<file path="src/hdl/htfd_pkg.sv">
`default_nettype none
// ----------------------------------------------------------------------------
// htfd_pkg
// Shared types, constants and the CRC-8 byte update for the humidity and
// temperature frame decoder.
// ----------------------------------------------------------------------------
package htfd_pkg;

    localparam logic [7:0] CrcInit = 8'hFF;
    localparam logic [7:0] CrcPoly = 8'h31;

    localparam int TempW = 15;
    localparam int HumW  = 14;
    localparam int WordW = 16;

    // byte position inside a six-byte reply
    typedef enum logic [2:0] {
        POS_T_HI  = 3'd0,
        POS_T_LO  = 3'd1,
        POS_T_CRC = 3'd2,
        POS_H_HI  = 3'd3,
        POS_H_LO  = 3'd4,
        POS_H_CRC = 3'd5
    } t_pos;

    // completed frame handed from the byte tracker to the scaler
    typedef struct packed {
        logic             done;
        logic             ok;
        logic [WordW-1:0] temp_raw;
        logic [WordW-1:0] humid_raw;
    } t_frame;

    typedef struct packed {
        logic signed [TempW-1:0] temp_centi;
        logic [HumW-1:0]         humidity_centi;
        logic                    crc_ok;
        logic                    have_reading;
    } t_result;

    function automatic logic [7:0] crc8_update(input logic [7:0] crc, input logic [7:0] b);
        logic [7:0] c;
        c = crc ^ b;
        for (int k = 0; k < 8; k++) begin
            if (c[7]) begin
                c = {c[6:0], 1'b0} ^ CrcPoly;
            end else begin
                c = {c[6:0], 1'b0};
            end
        end
        return c;
    endfunction

endpackage
`default_nettype wire

</file>
<file path="src/hdl/htfd_if.sv">
`default_nettype none
// ----------------------------------------------------------------------------
// htfd_if
// Valid/ready channels of the frame decoder: received bytes in, readings out.
// ----------------------------------------------------------------------------
interface htfd_in_if;
    logic       valid;
    logic       ready;
    logic [7:0] rx_byte;
    logic       frame_start;

    modport source (output valid, output rx_byte, output frame_start, input ready);
    modport sink   (input valid, input rx_byte, input frame_start, output ready);
endinterface

interface htfd_out_if;
    logic                              valid;
    logic                              ready;
    logic signed [htfd_pkg::TempW-1:0] temp_centi;
    logic [htfd_pkg::HumW-1:0]         humidity_centi;
    logic                              crc_ok;
    logic                              have_reading;

    modport source (output valid, output temp_centi, output humidity_centi,
                    output crc_ok, output have_reading, input ready);
    modport sink   (input valid, input temp_centi, input humidity_centi,
                    input crc_ok, input have_reading, output ready);
endinterface
`default_nettype wire

</file>
<file path="src/hdl/htfd_frame.sv">
`default_nettype none
// ----------------------------------------------------------------------------
// htfd_frame
// Byte position tracking, raw word capture and CRC-8 checking of the reply.
// ----------------------------------------------------------------------------
module htfd_frame (
    input  wire logic             i_clk,
    input  wire logic             i_rst_n,
    input  wire logic             i_accept,
    input  wire logic [7:0]       i_rx_byte,
    input  wire logic             i_frame_start,
    output htfd_pkg::t_frame      o_frame
);

    htfd_pkg::t_pos r_pos, n_pos;
    htfd_pkg::t_pos w_pos;
    logic [7:0]     r_crc, n_crc;
    logic [7:0]     r_high, n_high;
    logic [15:0]    r_temp_raw, n_temp_raw;
    logic [15:0]    r_humid_raw, n_humid_raw;
    logic           r_temp_good, n_temp_good;
    logic           w_crc_match;

    assign w_pos       = i_frame_start ? htfd_pkg::POS_T_HI : r_pos;
    assign w_crc_match = (r_crc == i_rx_byte);

    always_comb begin
        n_pos       = r_pos;
        n_crc       = r_crc;
        n_high      = r_high;
        n_temp_raw  = r_temp_raw;
        n_humid_raw = r_humid_raw;
        n_temp_good = r_temp_good;
        if (i_accept) begin
            unique case (w_pos)
                htfd_pkg::POS_T_HI, htfd_pkg::POS_H_HI: begin
                    n_crc  = htfd_pkg::crc8_update(htfd_pkg::CrcInit, i_rx_byte);
                    n_high = i_rx_byte;
                    n_pos  = (w_pos == htfd_pkg::POS_T_HI) ? htfd_pkg::POS_T_LO
                                                           : htfd_pkg::POS_H_LO;
                end
                htfd_pkg::POS_T_LO: begin
                    n_crc      = htfd_pkg::crc8_update(r_crc, i_rx_byte);
                    n_temp_raw = {r_high, i_rx_byte};
                    n_pos      = htfd_pkg::POS_T_CRC;
                end
                htfd_pkg::POS_T_CRC: begin
                    n_temp_good = w_crc_match;
                    n_pos       = htfd_pkg::POS_H_HI;
                end
                htfd_pkg::POS_H_LO: begin
                    n_crc       = htfd_pkg::crc8_update(r_crc, i_rx_byte);
                    n_humid_raw = {r_high, i_rx_byte};
                    n_pos       = htfd_pkg::POS_H_CRC;
                end
                default: begin
                    n_pos = htfd_pkg::POS_T_HI;
                end
            endcase
        end
    end

    always_comb begin
        o_frame.done      = i_accept && (w_pos == htfd_pkg::POS_H_CRC);
        o_frame.ok        = r_temp_good && w_crc_match;
        o_frame.temp_raw  = r_temp_raw;
        o_frame.humid_raw = r_humid_raw;
    end

    always_ff @(posedge i_clk) begin
        if (!i_rst_n) begin
            r_pos       <= htfd_pkg::POS_T_HI;
            r_crc       <= htfd_pkg::CrcInit;
            r_temp_good <= 1'b0;
        end else begin
            r_pos       <= n_pos;
            r_crc       <= n_crc;
            r_temp_good <= n_temp_good;
        end
    end

    always_ff @(posedge i_clk) begin
        r_high      <= n_high;
        r_temp_raw  <= n_temp_raw;
        r_humid_raw <= n_humid_raw;
    end

endmodule
`default_nettype wire

</file>
<file path="src/hdl/htfd_scale.sv">
`default_nettype none
// ----------------------------------------------------------------------------
// htfd_scale
// Scaling of the checked raw words, hold of the last good reading and the
// output register.
// ----------------------------------------------------------------------------
module htfd_scale (
    input  wire logic              i_clk,
    input  wire logic              i_rst_n,
    input  wire htfd_pkg::t_frame  i_frame,
    input  wire logic              i_out_ready,
    output logic                   o_stall,
    output logic                   o_out_valid,
    output htfd_pkg::t_result      o_result
);

    localparam logic [30:0] TempScale  = 31'd17500;
    localparam logic [30:0] HumScale   = 31'd12500;
    localparam logic [16:0] WordMax    = 17'd65535;
    localparam logic [14:0] TempOffset = 15'd4500;
    localparam logic [14:0] HumOffset  = 15'd600;
    localparam logic [14:0] HumTop     = 15'd10600;
    localparam logic [13:0] HumMax     = 14'd10000;

    logic                  r_s1_valid;
    logic                  r_s1_ok;
    logic [30:0]           r_temp_prod;
    logic [30:0]           r_hum_prod;
    logic                  r_out_valid;
    htfd_pkg::t_result     r_result, n_result;
    logic signed [14:0]    r_last_temp;
    logic [13:0]           r_last_hum;
    logic                  r_seen;
    logic                  w_out_free;
    logic                  w_advance;
    logic [14:0]           w_temp_q;
    logic [14:0]           w_hum_q;
    logic signed [14:0]    w_temp;
    logic [13:0]           w_hum;

    // floor(x / 65535) for x below 32768 * 65535
    function automatic logic [14:0] div_word_max(input logic [30:0] x);
        logic [14:0] q;
        logic [16:0] r;
        q = x[30:16];
        r = {1'b0, x[15:0]} + {2'b00, q};
        return q + {14'd0, (r >= WordMax)};
    endfunction

    assign w_out_free = !r_out_valid || i_out_ready;
    assign w_advance  = r_s1_valid && w_out_free;
    assign o_stall    = r_s1_valid && !w_out_free;

    assign w_temp_q = div_word_max(r_temp_prod);
    assign w_hum_q  = div_word_max(r_hum_prod);
    assign w_temp   = $signed(w_temp_q - TempOffset);

    always_comb begin
        if (w_hum_q < HumOffset) begin
            w_hum = '0;
        end else if (w_hum_q > HumTop) begin
            w_hum = HumMax;
        end else begin
            w_hum = 14'(w_hum_q - HumOffset);
        end
    end

    always_comb begin
        n_result.temp_centi     = r_s1_ok ? w_temp : r_last_temp;
        n_result.humidity_centi = r_s1_ok ? w_hum : r_last_hum;
        n_result.crc_ok         = r_s1_ok;
        n_result.have_reading   = r_seen || r_s1_ok;
    end

    always_ff @(posedge i_clk) begin
        if (!i_rst_n) begin
            r_s1_valid  <= 1'b0;
            r_out_valid <= 1'b0;
            r_last_temp <= '0;
            r_last_hum  <= '0;
            r_seen      <= 1'b0;
        end else begin
            if (i_frame.done) begin
                r_s1_valid <= 1'b1;
            end else if (w_advance) begin
                r_s1_valid <= 1'b0;
            end
            if (w_advance) begin
                r_out_valid <= 1'b1;
            end else if (i_out_ready) begin
                r_out_valid <= 1'b0;
            end
            if (w_advance && r_s1_ok) begin
                r_last_temp <= w_temp;
                r_last_hum  <= w_hum;
                r_seen      <= 1'b1;
            end
        end
    end

    always_ff @(posedge i_clk) begin
        if (i_frame.done) begin
            r_s1_ok     <= i_frame.ok;
            r_temp_prod <= TempScale * {15'd0, i_frame.temp_raw};
            r_hum_prod  <= HumScale * {15'd0, i_frame.humid_raw};
        end
        if (w_advance) begin
            r_result <= n_result;
        end
    end

    assign o_out_valid = r_out_valid;
    assign o_result    = r_result;

endmodule
`default_nettype wire

</file>
<file path="src/hdl/humidity_temp_frame_decoder.sv">
`default_nettype none
// ----------------------------------------------------------------------------
// humidity_temp_frame_decoder
// Checks the CRC-8 of a six-byte sensor reply and scales its temperature and
// humidity words into hundredths of a degree and of a percent.
// ----------------------------------------------------------------------------
// One byte is taken in every cycle while input ready is high. The sixth byte
// of a reply yields one reading: constant multipliers fill the multiplier
// stage, then divide-by-65535 correction and clamp fill the output register.
// Input ready drops only while a finished reading waits in the output
// register and the next one is already in the multiplier stage.
module humidity_temp_frame_decoder (
    input  wire logic   i_clk,
    input  wire logic   i_rst_n,
    htfd_in_if.sink     i_in,
    htfd_out_if.source  o_out
);

    htfd_pkg::t_frame  w_frame;
    htfd_pkg::t_result w_result;
    logic              w_stall;
    logic              w_accept;
    logic              w_out_valid;

    assign i_in.ready = !w_stall;
    assign w_accept   = i_in.valid && !w_stall;

    htfd_frame u_frame (
        .i_clk         (i_clk),
        .i_rst_n       (i_rst_n),
        .i_accept      (w_accept),
        .i_rx_byte     (i_in.rx_byte),
        .i_frame_start (i_in.frame_start),
        .o_frame       (w_frame)
    );

    htfd_scale u_scale (
        .i_clk       (i_clk),
        .i_rst_n     (i_rst_n),
        .i_frame     (w_frame),
        .i_out_ready (o_out.ready),
        .o_stall     (w_stall),
        .o_out_valid (w_out_valid),
        .o_result    (w_result)
    );

    assign o_out.valid          = w_out_valid;
    assign o_out.temp_centi     = w_result.temp_centi;
    assign o_out.humidity_centi = w_result.humidity_centi;
    assign o_out.crc_ok         = w_result.crc_ok;
    assign o_out.have_reading   = w_result.have_reading;

endmodule
`default_nettype wire

</file>
<file path="src/flat_wrapper.sv">
// flat-port wrapper written by rule: the top's interface ports become plain ports
module humidity_temp_frame_decoder_flat 
  (i_clk, i_rst_n, i_in_valid, i_in_rx_byte, i_in_frame_start, i_in_ready, o_out_valid, o_out_temp_centi, o_out_humidity_centi, o_out_crc_ok, o_out_have_reading, o_out_ready);
  htfd_in_if i_in_i ();
  htfd_out_if o_out_i ();
  input  wire logic i_clk;
  input  wire logic i_rst_n;
  input wire logic [$bits(i_in_i.valid)-1:0] i_in_valid;
  input wire logic [$bits(i_in_i.rx_byte)-1:0] i_in_rx_byte;
  input wire logic [$bits(i_in_i.frame_start)-1:0] i_in_frame_start;
  output wire logic [$bits(i_in_i.ready)-1:0] i_in_ready;
  output wire logic [$bits(o_out_i.valid)-1:0] o_out_valid;
  output wire logic [$bits(o_out_i.temp_centi)-1:0] o_out_temp_centi;
  output wire logic [$bits(o_out_i.humidity_centi)-1:0] o_out_humidity_centi;
  output wire logic [$bits(o_out_i.crc_ok)-1:0] o_out_crc_ok;
  output wire logic [$bits(o_out_i.have_reading)-1:0] o_out_have_reading;
  input wire logic [$bits(o_out_i.ready)-1:0] o_out_ready;
  assign i_in_i.valid = i_in_valid;
  assign i_in_i.rx_byte = i_in_rx_byte;
  assign i_in_i.frame_start = i_in_frame_start;
  assign i_in_ready = i_in_i.ready;
  assign o_out_valid = o_out_i.valid;
  assign o_out_temp_centi = o_out_i.temp_centi;
  assign o_out_humidity_centi = o_out_i.humidity_centi;
  assign o_out_crc_ok = o_out_i.crc_ok;
  assign o_out_have_reading = o_out_i.have_reading;
  assign o_out_i.ready = o_out_ready;
  humidity_temp_frame_decoder u_core (.i_clk(i_clk), .i_rst_n(i_rst_n), .i_in(i_in_i), .o_out(o_out_i));
endmodule
</file>
<file path="config.mk">
export PLATFORM = sky130hd
export DESIGN_NAME = humidity_temp_frame_decoder_flat
export DESIGN_NICKNAME = d
export VERILOG_FILES = /design/src/hdl/htfd_pkg.sv /design/src/hdl/htfd_if.sv /design/src/hdl/htfd_frame.sv /design/src/hdl/htfd_scale.sv /design/src/hdl/humidity_temp_frame_decoder.sv /design/src/flat_wrapper.sv
export SDC_FILE = /design/constraint.sdc
export NUM_CORES = 1
export LEC_CHECK = 0
export BUFFER_PORTS_ARGS = -buffer_cell sky130_fd_sc_hd__buf_2
export CORE_ASPECT_RATIO = 1.25
export CORE_MARGIN = 8
export CORE_UTILIZATION = 55
export CTS_CLUSTER_DIAMETER = 60
export CTS_CLUSTER_SIZE = 28
export DETAILED_ROUTE_END_ITERATION = 8
export PLACE_DENSITY = 0.72
export SYNTH_ARGS = -nofsm -noshare
export SYNTH_HDL_FRONTEND = slang
export SYNTH_SLANG_ARGS = --single-unit
export TNS_END_PERCENT = 50
</file>
<file path="constraint.sdc">
create_clock -name i_clk -period 12.8 [get_ports i_clk]
set_input_delay 0 -clock i_clk [delete_from_list [all_inputs] [get_ports i_clk]]
set_output_delay 0 -clock i_clk [all_outputs]
set_load 0.01 [all_outputs]
</file>
Yosys cells after proc, flatten, opt, wreduce, memory -nomap -nowiden. Cells that the tools add are included.

Logic and storage cells: 159. Register bits after elaboration: 173.

Bitwise gates (word level): 25. Add/subtract/negate cells: 6. Eq/ne operators: 6. Mux-type cells: 77. Order comparisons: 4. Reductions and logical operators: 21. Multiply operators: 2.

Operators by type and width (number): $mux W8 (42); $mux W6 (23); $not A3 Y3 (23); $mux W14 (3); $ge A17 B16 Y1 const B (2); $mul A13 B16 Y29 const A (1); $mul A12 B16 Y28 const A (1); $pmux W8 S3 (1); $add A16 B14 Y17 (1); $add A16 B15 Y17 (1); $add A14 B1 Y15 (1); $add A15 B1 Y15 (1); $gt A15 B14 Y1 const B (1); $lt A15 B10 Y1 const B (1); $mux W15 (1); $sub A15 B13 Y15 const B (1); $sub A14 B10 Y14 const B (1); $pmux W3 S4 (1); $reduce_and A2 Y1 (5); $eq A8 B8 Y1 (1); $not A8 Y8 (1); $xor A8 B8 Y8 (1); $eq A3 B2 Y1 const B (2); $eq A3 B3 Y1 const B (2); 10 further kinds (23).

Longest topological paths before layout. Gate-level depths: netlist of the first run.

Depth after elaboration: 34. Mapped depth: 23. Depth with buffers taken out: 23.

Hierarchy. From an unflattened synthesis of the first run, not the netlist that was laid out.

Cells, all modules: 1514. Area total of the unflattened synthesis: 15436.1 um2.

Modules (own cells, without submodules): htfd_scale (sequential area each 3313.2 um2, area each 13177.6 um2, cells each 1345, instances 1); htfd_frame (sequential area each 1441.4 um2, area each 2248.4 um2, cells each 167, instances 1); humidity_temp_frame_decoder (sequential area each 0.0 um2, area each 10.0 um2, cells each 2, instances 1).

Worst setup path before layout of the first run. OpenSTA, ideal clock, no wires.

Path type: reg-to-reg. From: reg u_core.u_scale.r_temp_prod[18]. To: reg u_core.u_scale.r_result (netlist bit u_core.u_scale.o_result[30]), data pin. Path buffers: 0. Period minus slack after synthesis: 4777 ps. Arrival: 4507 ps. Data required time: 12530 ps. Cell stages (with the launch flop): 21. Library setup time: 270 ps. Path slack: 8023 ps. Cell sequence: edfxtp_1 -> ha_1 -> fa_1 -> a21o_1 -> a21o_1 -> a21o_1 -> a2111o_1 -> a31o_2 -> a21oi_1 -> xor2_1 -> o31ai_1 -> ha_1 -> ha_1 -> o31a_1 -> or3_1 -> a31oi_1 -> nor3b_2 -> inv_1 -> a21oi_1 -> xnor2_1 -> a21oi_1.

RTL lines: from (decl) (RTL line htfd_scale.sv:27) `logic [30:0] r_temp_prod;`; from (signal assigned) (RTL line htfd_scale.sv:104) `r_temp_prod <= TempScale * {15'd0, i_frame.temp_raw};`; to (signal assigned) (RTL line htfd_scale.sv:108) `r_result <= n_result;`; to (decl) (RTL line htfd_scale.sv:30) `htfd_pkg::t_result r_result, n_result;`.

==> results.ini, run 1 <==
[status]
outcome=finished, final reports clean

[placement]
portBuffers=45
placed_area_sq_um=15500
gp_congestion=0.849
hpwl_mm=24.0
dpl.cell_count=1813

[route]
first_pass_iters=5
ant_nets=0
first_iter_violations=471
viasPerCell=5.48
routed_wirelength_mm=29.4
drc=0
vias=10173
wl_per_cell_um=15.8

[layout]
fin_cells=1856
nets=1833
drive_above_1_share=0.0748
fin_area_sq_um=16200
final_cell_mix=235 x inv_1, 231 x ha_1, 129 x edfxtp_1
layout_commonest_cell=inv_1
nFillCells=2177
num_antenna_cells=0
areaGrowthSynthToFinish_pct=8.51

[die]
die_area_sq_um=32700
rows=67
boundaryPins=46
die_w_um=163
die_h_um=200
start_util=0.559
fp.coreArea_sq_um=26700

[sta]
fmaxAchievable_mhz=172
worstMarginPinSlew_ns=1.14
fin_crit_sh=0.454
slew_violations=0
final-setup-viol-count=0
fin_setup_tns_ns=0
rsz0062_at_grt=false
period_needed_ns=5.82
finalHoldViolCount=0
finalClockSkew_ns=0.0117
relSlewSlack=0.238

[critical_path]
crit_type=reg -> reg
arrival_ns=6.00
r2r-start=u_core.u_scale.r_hum_prod[18]$_DFFE_PP_
ff2ff_setup_slack_ns=6.98
r2r_end=u_core.u_scale.o_result[5]$_DFFE_PP_
startpoint_type=flip-flop
end_kind=flip-flop
critPathRequiredTime_ns=12.98
worstRegToRegCells=18
crit_path_max_fanout=14

[clock_tree]
h-tree-depth=4
clk_latency_ns=0.43
clock_sinks=173
holdBufCountCts=11
cts_buffers=17
cts_buffer_depth=2
postCtsSetupBuffers=0
cts.clk_slew.worst_paths_ns=0.07
cts_resized=0
clockRootBuffer=clkbuf_16
tritoncts=yes

[synth]
synth_area_per_cell_sq_um=10.3
synthArstFlopShare=0
seq_area_frac_synth=0.318
netlist_instances=1450
ys_ff_latch=173
synth_top_flop_cell=edfxtp_1
synth.distinct_cells=77
yosys.area.top_type=edfxtp_1
synth_edf_count=129
synth_fp_nets=1785
yosys-top-cells-area=edfxtp_1 26%, ha_1 19%, fa_1 12%, inv_1 5.9%, dfxtp_1 5.9%
yosysWarnings=0
netlist_area_sq_um=14900
synth_top_area_share=0.259

[grt]
gr-total-overflow=0
grt_start_max_net_pins=59
grt_pass1_vias=10317
gr-usage-all-layers=0.185
grt_pass1_wl_mm=49.6
antenna_found_initial=0

[flow_run]
drv_cap=0

[min_path]
hold_path_end=u_core.u_frame.r_pos[0]$_SDFFE_PN0P_
hold_class=in -> reg
min_path_cells=4
hold_path.startpoint=i_in_valid

[power]
ir_drop_v=0.0000748
power_density_nw_per_um2=89.2
p_leak_nw=7.45

critical path, stage by stage, from the launching register on:
cell	delay (ns)
edfxtp_1	0.52
ha_1	0.25
inv_1	0.07
fa_1	0.40
nand4b_1	0.17
a2111oi_0	0.41
nand4_1	0.14
nor4_1	0.27
o221ai_1	0.16
nand2_1	0.10
ha_1	0.18
ha_1	0.25
nand4_1	0.51
nor3_1	0.54
o2111ai_1	0.22
or3_1	0.36
a31oi_2	0.57
nor2_1	0.19
a22o_1	0.25
Yosys cell counts, drive strengths merged, types with 6 or more instances:
cell type and count:
a211oi 13, a21o 37, a21oi 76, a22o 8, a31oi 7, and2 11
and3 10, buf 8, clkbuf 22, dfxtp 44, edfxtp 129, fa 91
ha 231, inv 236, mux2 10, mux2i 7, nand2 90, nand2b 8
nand3 20, nand4 15, nor2 59, nor2b 6, nor3 24, nor4 10
o211ai 12, o21a 6, o21ai 44, o21bai 9, o2bb2ai 8, o31ai 10
or3 10, xnor2 84, xor2 44
metrics by stage:
step / utilization / worst slack, ns / power [mW] / hold slack [ns]
2_1_floorplan: - / 8.02 / 0.875 / 0.0989
3_3_place_gp: 0.580 / 7.18 / 0.927 / 0.300
3_5_place_dp: 0.580 / 7.02 / 0.935 / 0.290
4_1_cts: 0.607 / 6.99 / 1.46 / 0.00742
5_1_grt: 0.607 / 6.59 / 1.52 / 0.0785
6_report: 0.607 / 6.98 / 1.45 / 0.0239
cells by family after synthesis:
logic type,count (synthesis),synth area share
AOI/OAI and AO/OA,261,0.116
adders and majority gates,322,0.315
muxes,17,0.0122
xor gates and xnor gates,128,0.0750
and+or+nand+nor,283,0.0956
buffers and inverters,266,0.0680
DFF,173,0.318
power breakdown:
part | total [mW] | switching [mW] | internal (mW)
Clock | 0.521 | 0.242 | 0.280
Combinational | 0.296 | 0.163 | 0.133
Sequential | 0.630 | 0.00996 | 0.620
Total | 1.45 | 0.415 | 1.03
sequential cells by signal, summed over array words and instances, names as in the netlist:
| signal | count |
|---|---|
| u_core.u_scale.o_out_valid | 1 |
| u_core.u_scale.r_temp_prod | 29 |
| u_core.u_scale.o_result | 31 |
| u_core.u_frame.r_temp_good | 1 |
| u_core.u_frame.r_temp_raw | 16 |
| u_core.u_scale.r_last_hum | 14 |
| u_core.u_frame.r_pos | 3 |
| u_core.u_scale.r_s1_valid | 1 |
| u_core.u_frame.r_humid_raw | 16 |
| u_core.u_frame.r_crc | 8 |
| u_core.u_scale.r_s1_ok | 1 |
| u_core.u_frame.r_high | 8 |
| u_core.u_scale.r_seen | 1 |
| u_core.u_scale.r_last_temp | 15 |
| u_core.u_scale.r_hum_prod | 28 |
layout make-up:
| class | instances | area, sq um | area share |
|---|---|---|---|
| multi-input combinational | 1011 | 9190 | 0.566 |
| inverter | 236 | 886 | 0.0546 |
| timing repair buffer | 59 | 358 | 0.0221 |
| sequential | 173 | 4750 | 0.293 |
| clock buffer | 17 | 425 | 0.0262 |
| tap | 345 | 432 | 0.0266 |
| clock inverter | 15 | 178 | 0.0110 |
per-layer routing:
metal,global-route usage,share of wire,vias to the layer above
met2,0.311,0.48,206
met3,0.0295,0.042,47
met1,0.236,0.45,4810
met5,0,0,-
met4,0.0683,0.028,0
li1,-,-,5110
worst max-delay path by stage:
stage	start	slack, ns	cells after the start	end
5_1_grt	u_core.u_scale.r_hum_prod[18]$_DFFE_PP_	6.59	19	u_core.u_scale.o_result[5]$_DFFE_PP_
3_5_place_dp	u_core.u_scale.r_hum_prod[18]$_DFFE_PP_	7.02	19	u_core.u_scale.o_result[5]$_DFFE_PP_
3_3_place_gp	u_core.u_scale.r_hum_prod[18]$_DFFE_PP_	7.18	18	u_core.u_scale.o_result[5]$_DFFE_PP_
4_1_cts	u_core.u_scale.r_hum_prod[18]$_DFFE_PP_	6.99	18	u_core.u_scale.o_result[5]$_DFFE_PP_
2_1_floorplan	u_core.u_scale.r_temp_prod[18]$_DFFE_PP_	8.02	20	u_core.u_scale.o_result[30]$_DFFE_PP_
6_report	u_core.u_scale.r_hum_prod[18]$_DFFE_PP_	6.98	18	u_core.u_scale.o_result[5]$_DFFE_PP_
No activity file was read; power rests on OpenSTA's default activity.
==> inputs of run 2 (changes only) <==
ABC_AREA = 1   (was unset)
PLACE_DENSITY = 0.75   (was 0.72)
clock period = 4.7 ns   (was 12.8 ns; I/O delays follow)
==> results.ini, run 2 <==
[layout]
num_antenna_cells=0  ; unchanged
multi_input_area_sq_um=9350  ; +1.8%
nets=2130  ; +16%
layout_commonest_cell=inv_1
nFillCells=2300  ; +5.6%
fin_area_sq_um=16900  ; +4.3%
areaGrowthSynthToFinish_pct=10.3
largest_reg_flops=31  ; unchanged
drive_above_1_share=0.0852  ; +0.0104
final_cell_mix=338 x inv_1, 273 x nand2_1, 228 x ha_1
seq_area_sq_um=4750  ; unchanged

[placement]
placed_area_sq_um=16000  ; +3.3%
portBuffers=45  ; unchanged
gp_congestion=0.918  ; +8.1%
dp_slack_ns=-0.0485  ; -7.06 ns
hpwl_mm=26.2  ; +9.1%

[critical_path]
crit_path_max_fanout=5  ; -9
end_kind=flip-flop
worstRegToRegCells=15  ; -3
r2r_end=u_core.u_scale.r_hum_prod[23]$_DFFE_PP_
critPathRequiredTime_ns=4.87  ; -8.11 ns
r2r-start=u_core.u_frame.r_humid_raw[2]$_DFFE_PP_
ff2ff_setup_slack_ns=0.22  ; -6.76 ns
crit_type=reg -> reg
startpoint_type=flip-flop
arrival_ns=4.65  ; -1.35 ns

[clock_tree]
clockRootBuffer=clkbuf_16
cts.clk_slew.worst_paths_ns=0.08  ; about the same
tritoncts=yes
cts_buffers=17  ; unchanged
h-tree-depth=4  ; unchanged
clk_latency_ns=0.44  ; about the same
cts_buffer_depth=2  ; unchanged
clock_sinks=173  ; unchanged

[min_path]
hold_path_end=u_core.u_frame.r_crc[7]$_SDFFE_PN1P_
hold_path.startpoint=i_rst_n
min_path_cells=2  ; -2
hold_class=in -> reg

[route]
vias=11420  ; +12%
drc=0  ; unchanged
viasPerCell=5.29  ; -3.5%
routed_wirelength_mm=32.4  ; +10%
first_pass_iters=4  ; -1
ant_nets=0  ; unchanged
first_iter_violations=533  ; +13%
wl_per_cell_um=15.0  ; -5.3%

[grt]
gr-usage-all-layers=0.197  ; +0.0117
gr-total-overflow=0  ; unchanged
antenna_found_initial=0  ; unchanged
grt_start_max_net_pins=60  ; +1.7%
grt_pass1_vias=11514  ; +12%
grt_pass1_wl_mm=53.5  ; +7.8%

[sta]
period_needed_ns=4.48  ; -1.34 ns
relSlewSlack=0.222  ; -0.0155
fin_crit_sh=0.953  ; +0.499
hold_slack_ns=0.0494  ; +0.0255 ns
slew_violations=0  ; unchanged
rsz0062_at_grt=true
finalHoldViolCount=0  ; unchanged
final-setup-viol-count=0  ; unchanged
finalClockSkew_ns=0.0107  ; -0.000973 ns
fmaxAchievable_mhz=223  ; +30%
worstMarginPinSlew_ns=1.17  ; +0.0282 ns
layout_setup_ws_ns=0.220  ; -6.76 ns

[synth]
netlist_area_sq_um=15300  ; +2.6%
synth_common_cells=338 x inv_1, 274 x nand2_1, 231 x ha_1
synth_edf_count=129  ; unchanged
synth_fp_nets=2054  ; +15%
synth_area_per_cell_sq_um=8.93  ; -13%
synthArstFlopShare=0  ; unchanged
synth.distinct_cells=44  ; -43%
ys_ff_latch=173  ; unchanged
yosys.area.top_type=edfxtp_1
yosys-top-cells-area=edfxtp_1 25%, ha_1 19%, fa_1 12%, inv_1 8.3%, nand2_1 6.7%
netlist_instances=1719  ; +19%
yosysWarnings=0  ; unchanged
yosysMostFrequentCell=inv_1
synth_top_flop_cell=edfxtp_1
synth_top_area_share=0.252  ; -0.00666
seq_area_frac_synth=0.310  ; -0.00817

[status]
outcome=finished, final reports clean

[die]
die_area_sq_um=33500  ; +2.4%
boundaryPins=46  ; unchanged
start_util=0.557  ; -0.00242
rows=68  ; +1.5%
fp.coreArea_sq_um=27600  ; +3.1%
die_h_um=203  ; +1.2%
die_w_um=165  ; +1.2%

[power]
total_power_mw=4.27  ; +190%
p_leak_nw=8.25  ; +11%
power_density_nw_per_um2=252  ; +180%
ir_drop_v=0.000193  ; +160%

[flow_run]
drv_cap=0  ; unchanged

[run 2: cell types whose count changed in the layout (fill, tap and decap cells not counted), sizes merged, moves of 32 or more]
| cell | change |
|---|---|
| nand3 | +65 |
| inv | +105 |
| o21ai | +51 |
| nor2 | +39 |
| a21o | -32 |
| nand2 | +195 |
[run 2: layout make-up]
class,instances,share of cell area
Multi-Input combinational cell,1189,0.553
Sequential cell,173,0.281
Inverter,341,0.0756
Timing Repair Buffer,73,0.0272
Tap cell,350,0.0259
Clock buffer,17,0.0251
Clock inverter,15,0.0125
[run 2: worst max-delay path, stage by stage, from the launching register on]
cell and delay, ns:
edfxtp_1 0.50, ha_1 0.34, ha_1 0.23, fa_1 0.48, ha_1 0.28, inv_1 0.05
fa_1 0.52, inv_1 0.04, ha_1 0.35, a21oi_1 0.15, nand2_1 0.19, a21boi_1 0.29
o21ai_1 0.16, a21oi_1 0.30, o21ai_0 0.15, xor2_1 0.17
[run 2: worst max-delay path by stage]
stage | from | end | slack (ns) | cells after the start
final | u_core.u_frame.r_humid_raw[2]$_DFFE_PP_ | u_core.u_scale.r_hum_prod[23]$_DFFE_PP_ | 0.22 | 15
after global routing | u_core.u_scale.r_hum_prod[18]$_DFFE_PP_ | u_core.u_scale.o_result[13]$_DFFE_PP_ | -0.04 | 28
after CTS | u_core.u_scale.r_hum_prod[18]$_DFFE_PP_ | u_core.u_scale.o_result[15]$_DFFE_PP_ | 0.02 | 27
after detailed placement | u_core.u_scale.r_hum_prod[18]$_DFFE_PP_ | u_core.u_scale.o_result[15]$_DFFE_PP_ | -0.05 | 27
after global placement | u_core.u_scale.r_hum_prod[18]$_DFFE_PP_ | u_core.u_scale.o_result[15]$_DFFE_PP_ | 0.02 | 26
after floorplan | u_core.u_frame.r_temp_raw[8]$_DFFE_PP_ | u_core.u_scale.r_temp_prod[25]$_DFFE_PP_ | 0.53 | 16
[run 2: per-stage QoR]
step,cells,util,setup TNS (ns)
after floorplan,1719,-,0
after global placement,2106,0.581,0
after detailed placement,2106,0.581,-0.0646
after CTS,2148,0.608,0
after global routing,2158,0.614,-0.174
final,2158,0.614,0
[run 2: per-layer routing]
metal,vias to the layer above,part of all wire,wire (um),track usage
li1,5787,-,-,-
met1,5351,0.43,13800,0.236
met2,224,0.51,16500,0.350
met3,58,0.036,1180,0.0251
met4,0,0.027,881,0.0754
met5,-,0,0,0
[run 2: logic make-up after synthesis]
kind of cell	Yosys count	share of synthesized area
xor+xnor	106	0.0610
fa+ha+maj	322	0.307
simple gates	521	0.148
compound gates	238	0.0845
buf+inv	359	0.0890
flops	173	0.310
[run 2: what timing repair did]
item,CTS,global route
endpoints found under the hold margin,26,0
setup endpoints to repair,2,40
setup buffers,0,8
pin swaps,0,2
gates cloned,0,2
gates resized for setup,1,27
hold buffers,10,0
[run 2: where the power goes]
| group | switching [mW] | internal [mW] | total (mW) |
|---|---|---|---|
| clock | 0.706 | 0.782 | 1.49 |
| combinational | 0.635 | 0.424 | 1.06 |
| sequential | 0.0174 | 1.70 | 1.72 |
| total | 1.36 | 2.91 | 4.27 |
==> inputs of run 3 (changes only) <==
BUFFER_PORTS_ARGS = -buffer_cell sky130_fd_sc_hd__buf_4   (was -buffer_cell sky130_fd_sc_hd__buf_2)
==> results.ini, run 3 (synthesis gave the netlist of run 2 again) <==
[status]
outcome=finished, final reports clean

[layout]
largest_reg_flops=31  ; unchanged
layout_commonest_cell=inv_1
nets=2124  ; -0.28%
num_antenna_cells=0  ; unchanged
finish.utilization=0.614  ; about the same
areaGrowthSynthToFinish_pct=10.3  ; about the same
nFillCells=2341  ; +1.8%
drive_above_1_share=0.0766  ; -0.00860
final_cell_mix=338 x inv_1, 274 x nand2_1, 230 x ha_1

[critical_path]
r2r-start=u_core.u_frame.r_humid_raw[2]$_DFFE_PP_
critPathRequiredTime_ns=4.88  ; about the same
startpoint_type=flip-flop
crit_type=reg -> reg
r2r_end=u_core.u_scale.r_hum_prod[22]$_DFFE_PP_
end_kind=flip-flop
arrival_ns=4.63  ; -0.02 ns
crit_path_max_fanout=5  ; unchanged
ff2ff_setup_slack_ns=0.25  ; +0.03 ns
worstRegToRegCells=15  ; unchanged

[clock_tree]
clk_latency_ns=0.44  ; about the same
cts.clk_slew.worst_paths_ns=0.08  ; about the same
cts_buffers=17  ; unchanged
cts_buffer_depth=2  ; unchanged
clockRootBuffer=clkbuf_16
tritoncts=yes
h-tree-depth=4  ; unchanged
clock_sinks=173  ; unchanged

[grt]
grt_start_max_net_pins=60  ; unchanged
antenna_found_initial=0  ; unchanged
gr-total-overflow=0  ; unchanged
gr-usage-all-layers=0.196  ; -0.000643
grt_pass1_vias=11450  ; -0.56%
grt_pass1_wl_mm=53.3  ; -0.32%

[min_path]
hold_class=in -> reg
min_path_cells=4  ; +2
hold_path_end=u_core.u_frame.r_pos[2]$_SDFFE_PN0P_
hold_path.startpoint=i_in_valid

[route]
first_iter_violations=418  ; -22%
viasPerCell=5.33  ; +0.77%
routed_wirelength_mm=31.9  ; -1.6%
wl_per_cell_um=14.8  ; -1.3%
drc=0  ; unchanged
vias=11476  ; +0.49%
ant_nets=0  ; unchanged
first_pass_iters=5  ; +1

[sta]
fmaxAchievable_mhz=225  ; +0.71%
finalClockSkew_ns=0.0142  ; +0.00346 ns
layout_setup_ws_ns=0.252  ; +0.0317 ns
worstMarginPinSlew_ns=1.20  ; +0.0342 ns
fin_crit_sh=0.946  ; -0.00674
period_needed_ns=4.45  ; -0.0317 ns
finalHoldViolCount=0  ; unchanged
final-setup-viol-count=0  ; unchanged
slew_violations=0  ; unchanged
fin_setup_tns_ns=0  ; unchanged
rsz0062_at_grt=false
relSlewSlack=0.197  ; -0.0249

[placement]
portBuffers=45  ; unchanged
dp_slack_ns=-0.0952  ; -0.0467 ns
hpwl_mm=26.2  ; -0.15%
gp_congestion=0.904  ; -1.5%

[die]
fp.coreArea_sq_um=27600  ; unchanged
die_area_sq_um=33500  ; unchanged
die_w_um=165  ; unchanged
rows=68  ; unchanged
die_h_um=203  ; unchanged
start_util=0.557  ; unchanged
boundaryPins=46  ; unchanged

[power]
power_density_nw_per_um2=251  ; -0.33%
p_leak_nw=8.25  ; about the same
ir_drop_v=0.000296  ; +53%

[flow_run]
drv_cap=0  ; unchanged

-- run 3: worst max path at each step --
| stage | start | endpoint | slack (ns) | cells after the start |
|---|---|---|---|---|
| CTS | u_core.u_scale.r_hum_prod[18]$_DFFE_PP_ | u_core.u_scale.o_result[15]$_DFFE_PP_ | 0.002 | 27 |
| detailed placement | u_core.u_scale.r_hum_prod[18]$_DFFE_PP_ | u_core.u_scale.o_result[15]$_DFFE_PP_ | -0.1 | 27 |
| floorplan | u_core.u_frame.r_temp_raw[8]$_DFFE_PP_ | u_core.u_scale.r_temp_prod[25]$_DFFE_PP_ | 0.53 | 16 |
| finish | u_core.u_frame.r_humid_raw[2]$_DFFE_PP_ | u_core.u_scale.r_hum_prod[22]$_DFFE_PP_ | 0.25 | 15 |
| global placement | u_core.u_scale.r_hum_prod[18]$_DFFE_PP_ | u_core.u_scale.o_result[15]$_DFFE_PP_ | 0.04 | 27 |
| global route | u_core.u_frame.r_temp_raw[8]$_DFFE_PP_ | u_core.u_scale.r_temp_prod[22]$_DFFE_PP_ | 0.005 | 19 |
-- run 3: cell type report --
| cell class | instances | area (sq um) | share of cell area |
|---|---|---|---|
| multi-input cells | 1187 | 9270 | 0.548 |
| flip-flops and latches | 173 | 4750 | 0.281 |
| inverters | 341 | 1280 | 0.0756 |
| repair buffers | 69 | 546 | 0.0322 |
| well taps | 350 | 438 | 0.0259 |
| clock buffers | 17 | 425 | 0.0251 |
| clock inverters | 15 | 205 | 0.0121 |
-- run 3: what timing repair did --
action                                  4_1_cts  5_1_grt
endpoints found under the setup margin        4       36
setup buffers                                 0        5
gates resized for setup                       1       13
endpoints found under the hold margin        41        0
hold buffers                                 11        0
-- run 3: through the flow --
| stage | hold slack (ns) | power, mW | cells | instance area [sq um] |
|---|---|---|---|---|
| 2_1_floorplan | 0.0989 | 2.55 | 1719 | 15300 |
| 3_3_place_gp | 0.270 | 2.77 | 2104 | 16100 |
| 3_5_place_dp | 0.272 | 2.78 | 2104 | 16100 |
| 4_1_cts | 0.0579 | 4.26 | 2147 | 16900 |
| 5_1_grt | 0.104 | 4.48 | 2152 | 16900 |
| 6_report | 0.0751 | 4.25 | 2152 | 16900 |
-- run 3: routing by layer --
layer	track usage	part of all wire	vias up
met4	0.0802	0.031	0
met2	0.349	0.50	243
li1	-	-	5781
met1	0.235	0.43	5384
met5	0	0	-
met3	0.0225	0.038	68
-- run 3: power breakdown --
group	total [mW]	leakage (nW)	internal [mW]	switching, mW
registers	1.72	1.52	1.70	0.0185
clock network	1.47	0.300	0.737	0.733
logic	1.06	6.43	0.427	0.635
total	4.25	8.25	2.87	1.39
-- run 3: critical path, cell delays in order (launching register included) --
cell and delay (ns):
edfxtp_1 0.50, ha_1 0.33, ha_1 0.24, fa_1 0.49
ha_1 0.28, inv_1 0.05, fa_1 0.52, inv_1 0.04
ha_1 0.34, a21oi_1 0.14, nand2_1 0.16, a21boi_0 0.36
o21ai_1 0.17, a21oi_1 0.26, o21ai_0 0.15, xor2_1 0.16
